===== config.mk =====
export PLATFORM = sky130hd
export DESIGN_NAME = pft_front
export DESIGN_NICKNAME = d
export VERILOG_FILES = /design/src/rtl/pft_pkg.sv /design/src/rtl/pft_front.sv
export SDC_FILE = /design/constraint.sdc
export NUM_CORES = 1
export LEC_CHECK = 0
export ABC_CLOCK_PERIOD_IN_PS = 800
export BUFFER_PORTS_ARGS = -buffer_cell sky130_fd_sc_hd__clkbuf_2
export CORE_AREA = 2 2 39 41
export DETAILED_ROUTE_END_ITERATION = 10
export DIE_AREA = 0 0 41 43
export HOLD_SLACK_MARGIN = 0.03
export PLACE_DENSITY_LB_ADDON = 0.12
export SETUP_SLACK_MARGIN = 0.4
export SYNTH_ARGS = -nofsm -noshare
export SYNTH_HDL_FRONTEND = slang
export SYNTH_SLANG_ARGS = --single-unit

===== constraint.sdc =====
create_clock -name clk -period 0.8 [get_ports clk]
set_input_delay 0.08 -clock clk [delete_from_list [all_inputs] [get_ports clk]]
set_output_delay 0.08 -clock clk [all_outputs]
set_load 0.05 [all_outputs]

===== src/rtl/pft_pkg.sv =====
// shared types and constants for the prefix tree engine
package pft_pkg;

  // request kinds, taken from the first letter of a word
  localparam logic [1:0] KIND_INSERT = 2'd0;
  localparam logic [1:0] KIND_EXACT  = 2'd1;
  localparam logic [1:0] KIND_PREFIX = 2'd2;

  localparam int LETTER_W = 5;
  // wide enough for the largest alphabet the engine supports
  localparam int CODE_W = 8;
  localparam int QUEUE_DEPTH = 2;
  localparam int QPTR_W = $clog2(QUEUE_DEPTH);
  localparam int QCNT_W = $clog2(QUEUE_DEPTH + 1);

  typedef logic [1:0] kind_t;
  typedef logic [CODE_W-1:0] code_t;

  // classified beat handed from front to back
  typedef struct packed {
    kind_t kind;
    code_t code;
    logic  first;
    logic  last;
    logic  empty;
  } pft_item_t;

  // queue status seen by both sides
  typedef struct packed {
    logic full;
    logic empty;
  } pft_qstat_t;

  typedef enum logic [2:0] {
    BK_CLEAR,
    BK_IDLE,
    BK_READ,
    BK_WALK,
    BK_MARK,
    BK_RESULT
  } back_state_t;

endpackage


===== src/rtl/pft_front.sv =====
// front end: accepts input beats and classifies them per word
module pft_front #(
  parameter int ALPHABET_SIZE = 26
) (
  input  logic                                clk,
  input  logic                                rst_n,
  input  logic                                start,
  output logic                                busy,
  input  logic [1:0]                          in_kind,
  input  logic [pft_pkg::LETTER_W-1:0]        in_letter,
  input  logic                                in_last,
  input  logic                                in_empty_req,
  input  pft_pkg::pft_qstat_t                 qstat,
  input  logic                                clearing,
  output logic                                push,
  output pft_pkg::pft_item_t                  item
);
  import pft_pkg::*;

  logic  inside_r, inside_nxt;
  kind_t kind_r, kind_nxt;
  logic  first;
  logic  sat;

  assign busy  = qstat.full | clearing;
  assign push  = start & ~busy;
  assign first = ~inside_r | in_empty_req;
  // out of range letters saturate to the top code
  assign sat   = {4'b0000, in_letter} >= 9'(ALPHABET_SIZE);

  always_comb begin
    item.kind  = first ? in_kind : kind_r;
    item.code  = sat ? CODE_W'(ALPHABET_SIZE - 1) : CODE_W'(in_letter);
    item.first = first;
    item.last  = in_last | in_empty_req;
    item.empty = in_empty_req;
    inside_nxt = inside_r;
    kind_nxt   = kind_r;
    if (push) begin
      if (in_empty_req) begin
        inside_nxt = 1'b0;
      end else begin
        inside_nxt = ~in_last;
        if (first) begin
          kind_nxt = in_kind;
        end
      end
    end
  end

  always_ff @(posedge clk) begin
    if (!rst_n) begin
      inside_r <= 1'b0;
      kind_r   <= KIND_INSERT;
    end else begin
      inside_r <= inside_nxt;
      kind_r   <= kind_nxt;
    end
  end

endmodule


# Word-level counts from Yosys, hierarchy flattened
# Cells that the tools add are included.
# totals
ff_bits	3
in_bits	15
output_inout_bits	15
wordCells	15
# classes
order_cmp	1
n_mux	3
bitwise	8
reduce_logical	1
# ops
operator	count
$ge A5 B5 Y1 const B	1
$mux W5	1
$not A1 Y1	4
$or A1 B1 Y1	3
$mux W2	1
$reduce_and A2 Y1	1
$and A1 B1 Y1	1
$mux W1	1

# Logic depth before layout (Yosys ltp)
# Gate-level depths: netlist of run 1.
# logic_depth
depth_word	4
depth_mapped	3
depth_no_buf	3

# Worst setup path before layout of run 1
# Ideal clock, no wire load.
# synth_path
path_type	input-to-reg
from	input clearing
to	register kind_r[0]
setup_time_ps	72
t_arrival_ps	1124
t_required_ps	728
path_slack_ps	-396
path_stages	3
path_buffers	0
cell_sequence	nor3b_4 > nor3b_4 > mux2i_1
# synth_via
elab_chain_cells	4
# synth_rtl
item	line_no	rtl
start, declared	pft_front.sv:14	input logic clearing,
$or A1 B1 Y1	pft_front.sv:25	assign busy = qstat.full | clearing;
$not A1 Y1	pft_front.sv:26	assign push = start & ~busy;
$and A1 B1 Y1	pft_front.sv:26	
$reduce_and A2 Y1 (no line)	-	
end signal, assigned	pft_front.sv:57	kind_r <= kind_nxt;
end, declared	pft_front.sv:21	kind_t kind_r, kind_nxt;
# No other way between the ends.
# A chain may end at the register's enable or synchronous reset.

==> results of run 1 <==
per-stage QoR:
stage | total power, mW | cells | hold WS [ns]
6_report | 0.900 | 81 | 0.0973
5_1_grt | 0.946 | 81 | 0.113
4_1_cts | 0.884 | 79 | 0.0910
3_5_place_dp | 0.463 | 72 | 0.335
3_3_place_gp | 0.465 | 72 | 0.343
2_1_floorplan | 0.394 | 34 | 0.207
final cells by class:
type | count | area (µm²)
Tap cell | 16 | 20.0
Inverter | 1 | 3.75
Fill cell | 110 | 522
Sequential cell | 3 | 63.8
Timing Repair Buffer | 34 | 519
Clock buffer | 4 | 26.3
Multi-Input combinational cell | 23 | 229
metal layers:
| metal | global-route usage (%) | share of wire (%) | up-vias |
|---|---|---|---|
| met5 | 0 | 0 | - |
| met4 | 8.00 | 0 | 0 |
| met3 | 2.62 | 5.9 | 0 |
| met2 | 22.8 | 66 | 14 |
| met1 | 10.2 | 28 | 152 |
| li1 | - | - | 158 |
kinds of logic after synthesis:
| group | synth area share, % |
|---|---|
| simple gates | 36.1 |
| buf+inv | 18.1 |
| mux | 19.4 |
| flops | 22.2 |
| compound gates | 2.78 |
| other cells | 1.39 |
state kept, by name, indices dropped and copies added (netlist names):
name and cells:
inside_r 1, kind_r 2
report_power, final:
part | internal, mW | switching [mW] | leakage [nW]
sequential | 0.151 | 0.00224 | 0.0251
clock | 0.186 | 0.0701 | 0.0150
combinational | 0.261 | 0.229 | 0.365
worst max-delay path, stage by stage, from the launching register on:
cell	delay [ns]
dfxtp_4	0.34
nand2b_4	0.08
mux2_4	0.31
clkbuf_16	0.17
synth_stat cells:
| master | instances | share of area, % |
|---|---|---|
| buf_4 | 5 | 14 |
| nand2_1 | 5 | 6.9 |
| inv_1 | 1 | 1.4 |
| dfxtp_1 | 3 | 22 |
| nand2b_1 | 1 | 2.3 |
| o21bai_1 | 1 | 2.8 |
| conb_1 | 1 | 1.4 |
| nor3b_4 | 2 | 14 |
| and2_1 | 3 | 6.9 |
| mux2_2 | 2 | 8.3 |
| clkbuf_1 | 2 | 2.8 |
| or2_2 | 2 | 4.6 |
| nor2_1 | 1 | 1.4 |
| mux2i_1 | 3 | 11 |
final timing paths:
check                   from         to  slack (ns)  depth (start not counted)
setup / recovery    inside_r   item[11]       -0.41                          3
hold / removal    in_kind[1]  kind_r[1]         0.1                          3
setup reg to reg    inside_r  kind_r[0]       -0.29                          4
hold reg to reg    kind_r[0]  kind_r[0]        0.46                          2
repair_timing:
item | CTS | global route
setup buffers | 3 | 2
gates resized for setup | 44 | 12
endpoints found under the setup margin | 15 | 15
pin swaps | 3 | 4
==> impl_metrics.env, run 1 <==
export IMPL_drive_gt1_share_pct=76.9
export IMPL_die_area_um2=1760
export IMPL_slew_violations=0
export IMPL_rsz0062_at_grt="yes"
export IMPL_cts_tree="done"
export IMPL_route_detailed_drc=0
export IMPL_yosys_register_bits=3
export IMPL_antenna_found_initial=0
export IMPL_start_kind="flop"
export IMPL_via_count=324
export IMPL_yosysUniqueCellTypes=14
export IMPL_worst_setup_path_end_kind="primary output"
export IMPL_most_common_layout_cells="12 x clkbuf_16, 6 x clkbuf_2, 5 x buf_8, 5 x buf_4, 5 x buf_6"
export IMPL_cts_buffer_depth=2
export IMPL_gp_congestion=0.591
export IMPL_fin_setup_tns_ns=-1.86
export IMPL_insertion_delay_ns=0.23
export IMPL_grt_util_all_layers_pct=12.2
export IMPL_dpl_cell_area_um2=484
export IMPL_fin_crit_ns=1.21
export IMPL_critPathMaxFanout=3
export IMPL_portBuffers=25
export IMPL_worstPathArrival_ns=1.13
export IMPL_start_util_pct=19.5
export IMPL_cp_required_ns=0.72
export IMPL_ys_warnings_count=0
export IMPL_gr_total_overflow=0
export IMPL_area_growth_syn_to_layout_pct=219
export IMPL_core_area_um2=1380
export IMPL_cellLeakagePower_nw=0.405
export IMPL_grt_max_degree=6
export IMPL_die_h_um=43
export IMPL_drv_cap=0
export IMPL_grt_pass1_vias=355
export IMPL_clk_pin_slew_ns=0.04
export IMPL_max_freq_ghz=0.826
export IMPL_cts_sinks=3
export IMPL_pre_cts_ws_ns=-0.231
export IMPL_route_antenna_remaining_nets=0
export IMPL_io_pins=30
export IMPL_grt_pass1_wl_um=1400
export IMPL_detail_route_wl_per_cell_um=11.6
export IMPL_antenna_cells=0
export IMPL_nNetsFinal=81
export IMPL_period_share_pct=151
export IMPL_yosysSeqAreaShare_pct=22.2
export IMPL_fin_skew_ns=0.00185
export IMPL_critPathKind="flop to primary output"
export IMPL_wirelength_um=938
export IMPL_fp_dieW_um=41
export IMPL_final_cell_area_um2=862
export IMPL_hold_buffers=0
export IMPL_vias_per_cell=4.00
export IMPL_drt_iter0_markers=2
export IMPL_finalHoldViolCount=0
export IMPL_postLayoutCoreUtil_pct=62.3
export IMPL_ir_worst_vdd_mv=0.458
export IMPL_hpwl_um=534
export IMPL_layout_commonest_cell="clkbuf_16"
export IMPL_violations="negative setup slack"
export IMPL_dr_pass1_iters=2
export IMPL_hp_class="primary input to flop"
export IMPL_setup_viol=6
export IMPL_postLayoutSetupSlackWorst_ns=-0.410
export IMPL_h_tree_depth=1
export IMPL_p_per_area_nw_per_um2=1040
export IMPL_rows=14
export IMPL_synth_area_um2=270
export IMPL_syn_instance_count=32
export IMPL_synth_area_per_cell_um2=8.45
export IMPL_numCtsBuffers=3
export IMPL_ctsRootBufferMaster="clkbuf_4"
export IMPL_outcome="finished with violations"
(Power assumes the default switching activity.)
==> run 2: changes to the inputs <==
--- a/config.mk
+++ b/config.mk
@@ -5,7 +5,7 @@
 export SDC_FILE = /design/constraint.sdc
 export NUM_CORES = 1
 export LEC_CHECK = 0
-export ABC_CLOCK_PERIOD_IN_PS = 800
+export ABC_CLOCK_PERIOD_IN_PS = 1200
 export BUFFER_PORTS_ARGS = -buffer_cell sky130_fd_sc_hd__clkbuf_2
 export CORE_AREA = 2 2 39 41
 export DETAILED_ROUTE_END_ITERATION = 10
==> constraint.sdc (replaced) <==
create_clock -name clk -period 1.2 [get_ports clk]
set_input_delay 0.12 -clock clk [delete_from_list [all_inputs] [get_ports clk]]
set_output_delay 0.12 -clock clk [all_outputs]
set_load 0.05 [all_outputs]
==> impl_metrics.env, run 2 (same netlist as run 1, synthesis figures left out) <==
export IMPL_fin_crit_ns=1.25
export IMPL_reg_top3="kind_r: 2 flops, inside_r: 1 flops"
export IMPL_wirelength_um=622
export IMPL_slew_violations=0
export IMPL_gr_total_overflow=0
export IMPL_path_cells="nand2b_4 -> mux2_4 -> clkbuf_16"
export IMPL_r2r_end="kind_r[0]"
export IMPL_ctsRootBufferMaster="clkbuf_4"
export IMPL_area_growth_syn_to_layout_pct=116
export IMPL_drv_cap=0
export IMPL_largest_reg_flops=2
export IMPL_route_detailed_drc=0
export IMPL_start_kind="flop"
export IMPL_rsz0062_at_grt="yes"
export IMPL_violations="negative setup slack"
export IMPL_period_share_pct=104
export IMPL_die_area_um2=1760
export IMPL_detail_route_wl_per_cell_um=8.18
export IMPL_startpoint="inside_r"
export IMPL_most_common_layout_cells="13 x clkbuf_2, 6 x buf_4, 5 x nand2_1"
export IMPL_rrSetupSlack_ns=0.24
export IMPL_postLayoutSetupSlackWorst_ns=-0.0489
export IMPL_fin_skew_ns=0.00305
export IMPL_grt_util_all_layers_pct=8.21
export IMPL_dr_pass1_iters=1
export IMPL_vias_per_cell=3.79
export IMPL_antenna_found_initial=0
export IMPL_numCtsBuffers=3
export IMPL_grt_max_degree=6
export IMPL_worstPathArrival_ns=1.13
export IMPL_hp_class="primary input to flop"
export IMPL_cts_tree="done"
export IMPL_worst_setup_path_end_kind="primary output"
export IMPL_nNetsFinal=76
export IMPL_h_tree_depth=1
export IMPL_reg2reg_from="inside_r"
export IMPL_grt_pass1_vias=251
export IMPL_crit_slowest_cell="dfxtp_4"
export IMPL_cpPeakStageDelay_ns=0.34
export IMPL_critPathMaxFanout=3
export IMPL_ir_worst_vdd_mv=0.390
export IMPL_insertion_delay_ns=0.23
export IMPL_final_cells=76
export IMPL_antenna_cells=0
export IMPL_cts_sinks=3
export IMPL_regMostFlops="kind_r"
export IMPL_crit_path_end="item[11]"
export IMPL_portBuffers=25
export IMPL_setup_viol=2
export IMPL_cts_buffer_depth=2
export IMPL_die_h_um=43
export IMPL_max_freq_ghz=0.801
export IMPL_pre_cts_ws_ns=0.121
export IMPL_drive_gt1_share_pct=68.3
export IMPL_grt_pass1_wl_um=938
export IMPL_cp_required_ns=1.08
export IMPL_clk_pin_slew_ns=0.04
export IMPL_numPlacedInstances=68
export IMPL_critPathKind="flop to primary output"
export IMPL_fp_dieW_um=41
export IMPL_finalHoldViolCount=0
export IMPL_outcome="finished with violations"
export IMPL_drt_iter0_markers=0
export IMPL_route_antenna_remaining_nets=0
export IMPL_p_per_area_nw_per_um2=861
export IMPL_via_count=288
export IMPL_gp_congestion=0.607
export IMPL_worstRegToRegCells=3
export IMPL_cellLeakagePower_nw=0.293
export IMPL_rows=14
export IMPL_io_pins=30
export IMPL_layout_commonest_cell="clkbuf_2"
export IMPL_start_util_pct=19.5
export IMPL_core_area_um2=1380
run 2: changes by cell type in the layout (fill, tap and decap cells not counted), sizes merged:
cell,change
buf,-4
clkbuf,-1
run 2: worst min-delay path by stage:
stage | startpoint | to | slack (ns) | cells past startpoint
5_1_grt | in_kind[0] | kind_r[0] | 0.14 | 3
3_5_place_dp | in_kind[1] | kind_r[1] | 0.37 | 3
2_1_floorplan | rst_n | inside_r | 0.25 | 1
3_3_place_gp | in_kind[1] | kind_r[1] | 0.38 | 3
4_1_cts | in_kind[1] | kind_r[1] | 0.12 | 3
6_report | in_kind[1] | kind_r[1] | 0.13 | 3
run 2: area by class of cell:
class                           instances  area (µm²)
Fill cell                             146         800
Timing Repair Buffer                   29         278
Multi-Input combinational cell         23         193
Sequential cell                         3        63.8
Clock buffer                            4        26.3
Tap cell                               16        20.0
Inverter                                1        3.75
run 2: critical path, delay by kind of cell (launching register included):
family                 cells  cell delay (ns)
buffers and inverters      1             0.17
flip-flops                 1             0.34
multiplexers               1             0.31
AND/OR/NAND/NOR            1             0.08
run 2: what timing repair did:
action	in CTS	in global routing
pin swaps	3	2
resized for setup	23	11
gates cloned	0	0
setup endpoints to repair	11	11
endpoints found under the hold margin	0	0
setup buffers	4	0
hold buffers	0	0
run 2: layer usage:
metal	wire, µm	global-route usage [%]	share of wire [%]
met2	392	12.8	63
met4	8	8.00	1.3
met5	0	0	0
met1	184	7.32	30
met3	36	3.14	5.8
run 2: report_power, final:
| part | total, mW | leakage [nW] | switching [mW] | internal [mW] |
|---|---|---|---|---|
| Combinational | 0.223 | 0.253 | 0.132 | 0.0916 |
| Clock | 0.177 | 0.0150 | 0.0526 | 0.125 |
| Sequential | 0.102 | 0.0251 | 0.00140 | 0.101 |
| Total | 0.503 | 0.293 | 0.186 | 0.317 |
run 2: metrics by stage:
stage	power, mW	area, µm²	hold WS, ns	TNS [ns]	utilization, %
floorplan	0.246	300	0.247	-0.0715	-
global placement	0.282	400	0.378	0	28.9
detailed placement	0.282	400	0.374	0	28.9
CTS	0.508	571	0.122	-0.125	41.2
global route	0.530	584	0.142	-0.142	42.2
finish	0.503	584	0.132	-0.0758	42.2
