[src/rtl/pft_pkg.sv]
// shared types and constants for the prefix tree engine
package pft_pkg;

  // request kinds, taken from the first letter of a word
  localparam logic [1:0] KIND_INSERT = 2'd0;
  localparam logic [1:0] KIND_EXACT  = 2'd1;
  localparam logic [1:0] KIND_PREFIX = 2'd2;

  localparam int LETTER_W = 5;
  // wide enough for the largest alphabet the engine supports
  localparam int CODE_W = 8;
  localparam int QUEUE_DEPTH = 2;
  localparam int QPTR_W = $clog2(QUEUE_DEPTH);
  localparam int QCNT_W = $clog2(QUEUE_DEPTH + 1);

  typedef logic [1:0] kind_t;
  typedef logic [CODE_W-1:0] code_t;

  // classified beat handed from front to back
  typedef struct packed {
    kind_t kind;
    code_t code;
    logic  first;
    logic  last;
    logic  empty;
  } pft_item_t;

  // queue status seen by both sides
  typedef struct packed {
    logic full;
    logic empty;
  } pft_qstat_t;

  typedef enum logic [2:0] {
    BK_CLEAR,
    BK_IDLE,
    BK_READ,
    BK_WALK,
    BK_MARK,
    BK_RESULT
  } back_state_t;

endpackage

[src/rtl/pft_queue.sv]
// short queue of classified beats between front and back
module pft_queue (
  input  logic                clk,
  input  logic                rst_n,
  input  logic                push,
  input  pft_pkg::pft_item_t  push_item,
  input  logic                pop,
  output pft_pkg::pft_item_t  head,
  output pft_pkg::pft_qstat_t qstat
);
  import pft_pkg::*;

  pft_item_t           slots_r [QUEUE_DEPTH];
  logic [QPTR_W-1:0]   wr_r, wr_nxt;
  logic [QPTR_W-1:0]   rd_r, rd_nxt;
  logic [QCNT_W-1:0]   cnt_r, cnt_nxt;
  logic                do_push, do_pop;

  assign qstat.full  = cnt_r == QCNT_W'(QUEUE_DEPTH);
  assign qstat.empty = cnt_r == '0;
  assign do_push     = push & ~qstat.full;
  assign do_pop      = pop & ~qstat.empty;
  assign head        = slots_r[rd_r];

  always_comb begin
    wr_nxt  = wr_r;
    rd_nxt  = rd_r;
    cnt_nxt = cnt_r;
    if (do_push) begin
      wr_nxt = (wr_r == QPTR_W'(QUEUE_DEPTH - 1)) ? '0 : wr_r + 1'b1;
    end
    if (do_pop) begin
      rd_nxt = (rd_r == QPTR_W'(QUEUE_DEPTH - 1)) ? '0 : rd_r + 1'b1;
    end
    if (do_push && !do_pop) begin
      cnt_nxt = cnt_r + 1'b1;
    end else if (do_pop && !do_push) begin
      cnt_nxt = cnt_r - 1'b1;
    end
  end

  always_ff @(posedge clk) begin
    if (do_push) begin
      slots_r[wr_r] <= push_item;
    end
  end

  always_ff @(posedge clk) begin
    if (!rst_n) begin
      wr_r  <= '0;
      rd_r  <= '0;
      cnt_r <= '0;
    end else begin
      wr_r  <= wr_nxt;
      rd_r  <= rd_nxt;
      cnt_r <= cnt_nxt;
    end
  end

endmodule

[config.mk]
export PLATFORM = sky130hd
export DESIGN_NAME = pft_queue
export DESIGN_NICKNAME = d
export VERILOG_FILES = /design/src/rtl/pft_pkg.sv /design/src/rtl/pft_queue.sv
export SDC_FILE = /design/constraint.sdc
export NUM_CORES = 1
export LEC_CHECK = 0
export BUFFER_PORTS_ARGS = -buffer_cell sky130_fd_sc_hd__buf_2
export CAP_MARGIN = 20
export CORE_UTILIZATION = 45
export DETAILED_ROUTE_END_ITERATION = 7
export PLACE_DENSITY_LB_ADDON = 0.05
export SYNTH_ARGS = -nofsm -noshare
export SYNTH_HDL_FRONTEND = slang
export SYNTH_SLANG_ARGS = --single-unit
[constraint.sdc]
create_clock -name clk -period 1.88 [get_ports clk]
set_input_delay 0 -clock clk [delete_from_list [all_inputs] [get_ports clk]]
set_output_delay 0 -clock clk [all_outputs]
set_load 0.03 [all_outputs]
# Word-level counts from Yosys, hierarchy flattened
# Memory sizes are Yosys's and may differ from the RTL's. A register that Yosys moved wholly into a read port is not among the register bits.
# Cells that the tools add are included.
dict set report op_classes {
  reduce_logical 6
  eq_ne 1
  bitwise_logic 4
  n_addsub 4
  muxes 8
}
# op count
set op_table {}
lappend op_table {{1-bit 2-to-1 mux} 6}
lappend op_table {{2-bit 2-to-1 mux} 2}
lappend op_table {{1-bit adder, second input constant} 2}
lappend op_table {{2-bit by 1-bit adder with 2-bit output, second input constant} 1}
lappend op_table {{1-bit AND} 2}
lappend op_table {{2-bit == test, second input constant} 1}
lappend op_table {{1-bit logical AND} 2}
lappend op_table {{1-bit logical NOT} 2}
lappend op_table {{2-bit logical NOT} 1}
lappend op_table {{1-bit inverter} 2}
lappend op_table {{2-bit nonzero test} 1}
lappend op_table {{2-bit by 1-bit subtractor with 2-bit output, second input constant} 1}
dict set report word_totals {
  in_bits 17
  memories 1
  mem_bits_rw 26
  ff_bits 4
  out_inout_bits 15
}
# name words word_bits read_ports rd_ports_with_merged_regs wr line_no
set memory_table {}
lappend memory_table {slots_r 2 13 1 1 1 pft_queue.sv:13} ;# pft_item_t slots_r [QUEUE_DEPTH];

# Logic depth before layout (Yosys ltp)
# Gate-level depths: netlist of run 1.
dict set report depth {
  depth_word 7
  depth_mapped 7
  depth_no_buf 7
}

# Least setup slack after synthesis of run 1
# OpenSTA, ideal clock, no wires.
dict set report synth_timing {
  path_kind {reg2reg}
  startpoint {reg cnt_r[0]}
  endpoint {mem slots_r[0][0] in the netlist's numbering (enable)}
  slack_ps 268
  path_buffers 0
  stages_incl_launch_ff 4
  t_arrival_ps 1230
  required_ps 1497
  path_cell_list {dfxtp_1 > nand2b_1 > inv_2 > nor3_2}
}
# item line_no
set synth_lines {}
lappend synth_lines {{start: declaration} pft_queue.sv:16} ;# logic [QCNT_W-1:0] cnt_r, cnt_nxt;
lappend synth_lines {{start signal: assignment} pft_queue.sv:56} ;# cnt_r <= cnt_nxt;
lappend synth_lines {{end: declaration} pft_queue.sv:13}

==> out/metrics.cfg, run 1 <==
[clocking]
htree_levels = 2
clkTransAtPathRegs_ns = 0.09
worst_skew_pair.late_latency_ns = 0.32
cts_resized = 0
clock-sinks = 31
cts_tree = yes
cts.root.buffer_cell = clkbuf_4
cts_buffer_depth = 2
numCtsBuffers = 5

[final_layout]
area_delta_synth_final_pct = 34.5
final_nets = 137
postLayoutCellArea_um2 = 1570
diodes = 0
drive_above_1_share_pct = 47.5

[drt]
wirelength_um = 1900
drc = 0
ant_nets = 0
drt_iter0_drc = 12
wl_per_cell_um = 12.7
via_count = 730
dr.pass1.iters = 4
viasPerCell = 4.87

[power_and_ir_drop]
pwr-share-seq_pct = 47.0
intPower_mw = 1.31
power.density_nw_per_um2 = 1290
clkPwrFrac_pct = 17.5
cellLeakagePower_nw = 0.623
combPwrFrac_pct = 35.5
ir_worst_vdd_mv = 0.976
p_sw_mw = 0.720
p_sw_share_pct = 35.5

[floorplanning]
die_height_um = 52.9
ios = 32
fp.dieW_um = 52.9
initial_utilization_pct = 47.5
die_area_um2 = 2800
rows = 18
coreArea_um2 = 2450

[run]
cap_violations = 0

[critical_path]
crit_chain = mux2_2 > buf_2
critPathRequiredTime_ns = 1.88
worst-path-max-fanout = 13
reg2reg_to = cnt_r[1]
worstSetupStartpointType = flip-flop
worstReg2RegStart = cnt_r[0]
endpoint = head[8]
cp-end-kind = output port
cp_slowest_cell = dfxtp_1
cpPeakStageDelay_ns = 0.70
rrSetupSlack_ns = 0.32
critical_path_class = flip-flop to output port
rr_worst_depth = 6
cp.arrival_ns = 1.60

[sta]
hold_viol = 0
tightest_slew_ns = 0.587
post-route-min-period_ns = 1.60
setup_viol = 0
period_share_pct = 85.3
worst_slack_ns = 0.276
relSlewSlack_pct = 60.8
clock_skew_ns = 0.00300
max_freq_mhz = 623
maxSlewViolCount = 0
setup_tns_ns = 0
rsz0062_at_grt = no

[synth]
synthTopCellsByArea = edfxtp_1 (67%), mux2_2 (13%), dfxtp_1 (8.6%)
synthSimpleGateAreaFrac_pct = 4.72
synth.area.mux_share_pct = 12.6
synthAdderAreaFrac_pct = 1.07
syn-cell-area_um2 = 1170
async_flop_share_pct = 0
synthXorXnorAreaFrac_pct = 2.25
synth_compound_area_share_pct = 2.79
synth-main-ff-cell = edfxtp_1
ys_seq_elements = 31
syn_avg_cell_area_um2 = 17.9
synth_top_cells_by_count = edfxtp_1 (26), mux2_2 (13), dfxtp_1 (5), and2_1 (3)
synth_top_area_share_pct = 67.0
synth_most_common_cell = edfxtp_1
synth-edff-count = 26
synth_cells = 65
synth_largest_area_cell = edfxtp_1
synthDistinctLibCells = 20
synth_top_family_by_area = multiplexers
yosysSeqAreaShare_pct = 75.5
synth_warnings = 0
syn_nets = 83

[grt]
antenna_found_initial = 0
grt_overflow = 0
grt_pass1_wl_um = 2770
grt_pass1_vias = 639
track_usage_pct = 15.2
grt_start_max_net_pins = 14

[placed_design]
postPlaceCellArea_um2 = 1380
gp_congestion = 0.588
pre_cts_ws_ns = 0.335
dp_hpwl_um = 1230
port-buffer-count = 31

[outcome]
outcome = finished clean

[hold_path]
hold_class = input port to flip-flop

[layout make-up]
cell class / instances / area (um^2)
Clock buffer: 5 / 37.5
Clock inverter: 3 / 15.0
Fill cell: 201 / 886
Inverter: 2 / 7.51
Multi-Input combinational cell: 31 / 273
Sequential cell: 31 / 881
Tap cell: 30 / 37.5
Timing Repair Buffer: 48 / 318
[per-stage QoR]
step	utilization (%)	cells	total power, mW	hold WS [ns]
2_1_floorplan	-	65	1.48	0.0989
3_3_place_gp	56.1	128	1.66	0.188
3_5_place_dp	56.1	128	1.67	0.191
4_1_cts	63.9	150	2.06	0.0294
5_1_grt	63.9	150	2.14	0.0514
6_report	63.9	150	2.03	0.0344
[critical path, delay by kind of cell, from the launching register on]
| family | cells | cell delay [ns] |
|---|---|---|
| multiplexers | 1 | 0.40 |
| flip-flops | 1 | 0.70 |
| buffers and inverters | 1 | 0.18 |
[per-layer routing]
layer	track usage, %	wire (um)
met1	16.5	781
met2	25.3	979
met3	5.17	98
met4	9.21	39
met5	0	0
[worst min-delay path by stage]
stage	endpoint	slack, ns	startpoint	depth (start not counted)
global placement	slots_r[0][2]	0.19	push_item[2]	1
finish	wr_r	0.03	push	3
CTS	wr_r	0.03	push	3
floorplan	slots_r[0][0]	0.1	push_item[0]	0
detailed placement	slots_r[0][5]	0.19	push_item[5]	1
global route	wr_r	0.05	push	3
[kinds of logic (layout without fill, tap and decap cells)]
logic type | count (synthesis) | count (layout)
flip-flops | 31 | 31
multiplexers | 13 | 13
AND/OR/NAND/NOR | 9 | 9
AO/OA/AOI/OAI | 5 | 5
XOR/XNOR | 3 | 3
buffers and inverters | 3 | 58
adder cells (fa/ha/maj) | 1 | 1
[sequential cells by signal, summed over array words and instances (netlist names), named ones only]
| register | cells |
|---|---|
| cnt_r | 2 |
| rd_r | 1 |
| slots_r | 26 |
| wr_r | 1 |
[power groups by stage]
stage / registers, mW / logic [mW] / clock network [mW]
floorplan: 0.927 / 0.550 / 0
global placement: 0.966 / 0.696 / 0
detailed placement: 0.971 / 0.702 / 0
CTS: 0.955 / 0.729 / 0.371
global route: 0.971 / 0.769 / 0.396
finish: 0.954 / 0.721 / 0.356
[placed cells by master (no fill, tap or decap)]
cell / netlist / layout
a21boi_0: 1 / 1
a21boi_1: 1 / 1
and2_1: 3 / 3
and3_1: 1 / 1
buf_2: 1 / 31
buf_4: 0 / 3
clkbuf_4: 0 / 5
clkinv_2: 0 / 3
dfxtp_1: 5 / 5
dlygate4sd3_1: 0 / 14
edfxtp_1: 26 / 26
ha_1: 1 / 1
inv_1: 1 / 1
inv_2: 1 / 1
mux2_2: 13 / 13
nand2b_1: 1 / 1
nor2_1: 2 / 2
nor3_2: 1 / 1
o21a_1: 1 / 1
o21ai_0: 1 / 1
o21ai_1: 1 / 1
or3_1: 1 / 1
xnor2_1: 2 / 2
xor2_1: 1 / 1
[timing repair]
action / 4_1_cts / 5_1_grt
setup buffers: 0 / 0
endpoints found under the hold margin: 31 / 0
hold buffers: 14 / 0
No activity file was read; power rests on OpenSTA's default activity.
==> run 2, diff against run 1 <==
==> constraint.sdc (replaced) <==
create_clock -name clk -period 1.88 [get_ports clk]
set_input_delay 0.376 -clock clk [delete_from_list [all_inputs] [get_ports clk]]
set_output_delay 0.376 -clock clk [all_outputs]
set_load 0.03 [all_outputs]
==> out/metrics.cfg, run 2 (same netlist as run 1, synthesis figures left out) <==
[outcome]
outcome = finished clean

[floorplanning]
ios = 32  ; unchanged
initial_utilization_pct = 47.5  ; unchanged
coreArea_um2 = 2450  ; unchanged
die_height_um = 52.9  ; unchanged
fp.dieW_um = 52.9  ; unchanged
rows = 18  ; unchanged
die_area_um2 = 2800  ; unchanged

[drt]
drc = 0  ; unchanged
ant_nets = 0  ; unchanged
dr.pass1.iters = 4  ; unchanged
wl_per_cell_um = 12.1  ; -4.4%
drt_iter0_drc = 13  ; +1
wirelength_um = 1670  ; -12%
via_count = 657  ; -10%
viasPerCell = 4.76  ; -2.2%

[grt]
grt_overflow = 0  ; unchanged
grt_pass1_vias = 639  ; unchanged
grt_pass1_wl_um = 2680  ; -3.5%
antenna_found_initial = 0  ; unchanged
grt_start_max_net_pins = 10  ; -4
track_usage_pct = 14.6  ; -0.58 points

[critical_path]
cp-end-kind = output port
cp.arrival_ns = 1.35  ; -0.25 ns
worstSetupStartpointType = flip-flop
critical_path_class = flip-flop to output port
cp_slowest_cell = dfxtp_1
crit_chain = buf_4 > mux2_2 > buf_2
worstReg2RegStart = cnt_r[0]
endpoint = head[5]
reg2reg_to = cnt_r[1]
worst-path-max-fanout = 8  ; -5
rrSetupSlack_ns = 0.31  ; about the same
cpPeakStageDelay_ns = 0.34  ; -0.36 ns
critPathRequiredTime_ns = 1.50  ; -0.38 ns
rr_worst_depth = 6  ; unchanged

[hold_path]
hold_class = input port to flip-flop
min_from = push_item[6]

[sta]
rsz0062_at_grt = no
relSlewSlack_pct = 79.6  ; +19 points
setup_tns_ns = 0  ; unchanged
post-route-min-period_ns = 1.72  ; +0.118 ns
worst_slack_ns = 0.158  ; -0.118 ns
setup_viol = 0  ; unchanged
hold_viol = 0  ; unchanged
clock_skew_ns = 0.00986  ; +0.00687 ns
maxSlewViolCount = 0  ; unchanged
period_share_pct = 91.6  ; +6.3 points
max_freq_mhz = 581  ; -6.9%
tightest_slew_ns = 0.306  ; -0.280 ns
holdWs_ns = 0.242  ; +0.208 ns

[final_layout]
top_register = slots_r
seqCellArea_um2 = 881  ; unchanged
final_common_cell = buf_2
area_delta_synth_final_pct = 23.6
final_nets = 125  ; -8.8%
multi_input_area_um2 = 273  ; unchanged
diodes = 0  ; unchanged
final_cell_mix = buf_2 (31), edfxtp_1 (26), mux2_2 (13)
num-fill-cells = 218  ; +8.5%
drive_above_1_share_pct = 52.8  ; +5.3 points
largest_reg_flops = 26  ; unchanged
reg.largest.list = slots_r x26, cnt_r x2

[placed_design]
pre_cts_ws_ns = 0.323  ; -0.0121 ns
dp_hpwl_um = 1220  ; -0.71%
gp_congestion = 0.598  ; +1.7%
port-buffer-count = 31  ; unchanged

[clocking]
htree_levels = 2  ; unchanged
clkTransAtPathRegs_ns = 0.09  ; about the same
cts_resized = 0  ; unchanged
cts_hold_buf = 0  ; -14
postCtsSetupRepairBufs = 0  ; unchanged
cts.root.buffer_cell = clkbuf_4
numCtsBuffers = 5  ; unchanged
worst_skew_pair.late_latency_ns = 0.32  ; about the same
cts_buffer_depth = 2  ; unchanged
clock-sinks = 31  ; unchanged
cts_tree = yes

[power_and_ir_drop]
cellLeakagePower_nw = 0.570  ; -8.6%
power.density_nw_per_um2 = 1400  ; +8.3%
p_total_mw = 2.02  ; -0.48%
ir_worst_vdd_mv = 0.925  ; -5.2%

[run]
cap_violations = 0  ; unchanged

==> run 2: cell type report <==
class | count | area share, %
Multi-Input combinational cell | 31 | 18.9
Sequential cell | 31 | 61.1
Tap cell | 30 | 2.60
Clock buffer | 7 | 3.13
Inverter | 2 | 0.521
Clock inverter | 1 | 0.347
Timing Repair Buffer | 36 | 13.4
==> run 2: routing by layer <==
metal	share of wire [%]	vias to the layer above	global-route usage, %
li1	-	329	-
met1	42	305	15.5
met2	50	21	23.6
met3	7.1	2	8.05
met4	0.72	0	6.58
met5	0	-	0
==> run 2: worst max-delay path: cells and delay by family, from the launching register on <==
kind	cells	cell delay (ns)
mux	1	0.34
buf+inv	2	0.35
flops	1	0.34
==> run 2: per-stage QoR <==
stage	area [um^2]	instances	utilization, %
2_1_floorplan	1170	65	-
3_3_place_gp	1390	130	56.7
3_5_place_dp	1390	130	56.7
4_1_cts	1440	138	58.7
5_1_grt	1440	138	58.7
6_report	1440	138	58.7
==> run 2: where the power goes <==
| group | switching [mW] | internal [mW] | leakage (nW) |
|---|---|---|---|
| sequential | 0.0464 | 0.871 | 0.284 |
| clock | 0.204 | 0.146 | 0.0293 |
| combinational | 0.453 | 0.302 | 0.257 |
==> run 2: worst min-delay path by stage <==
stage / to / slack, ns / depth (start not counted)
after global routing: slots_r[0][12] / 0.22 / 1
after floorplan: slots_r[0][0] / 0.47 / 0
after CTS: slots_r[1][6] / 0.23 / 1
after detailed placement: cnt_r[1] / 0.54 / 2
final: slots_r[1][6] / 0.24 / 1
after global placement: cnt_r[1] / 0.50 / 2
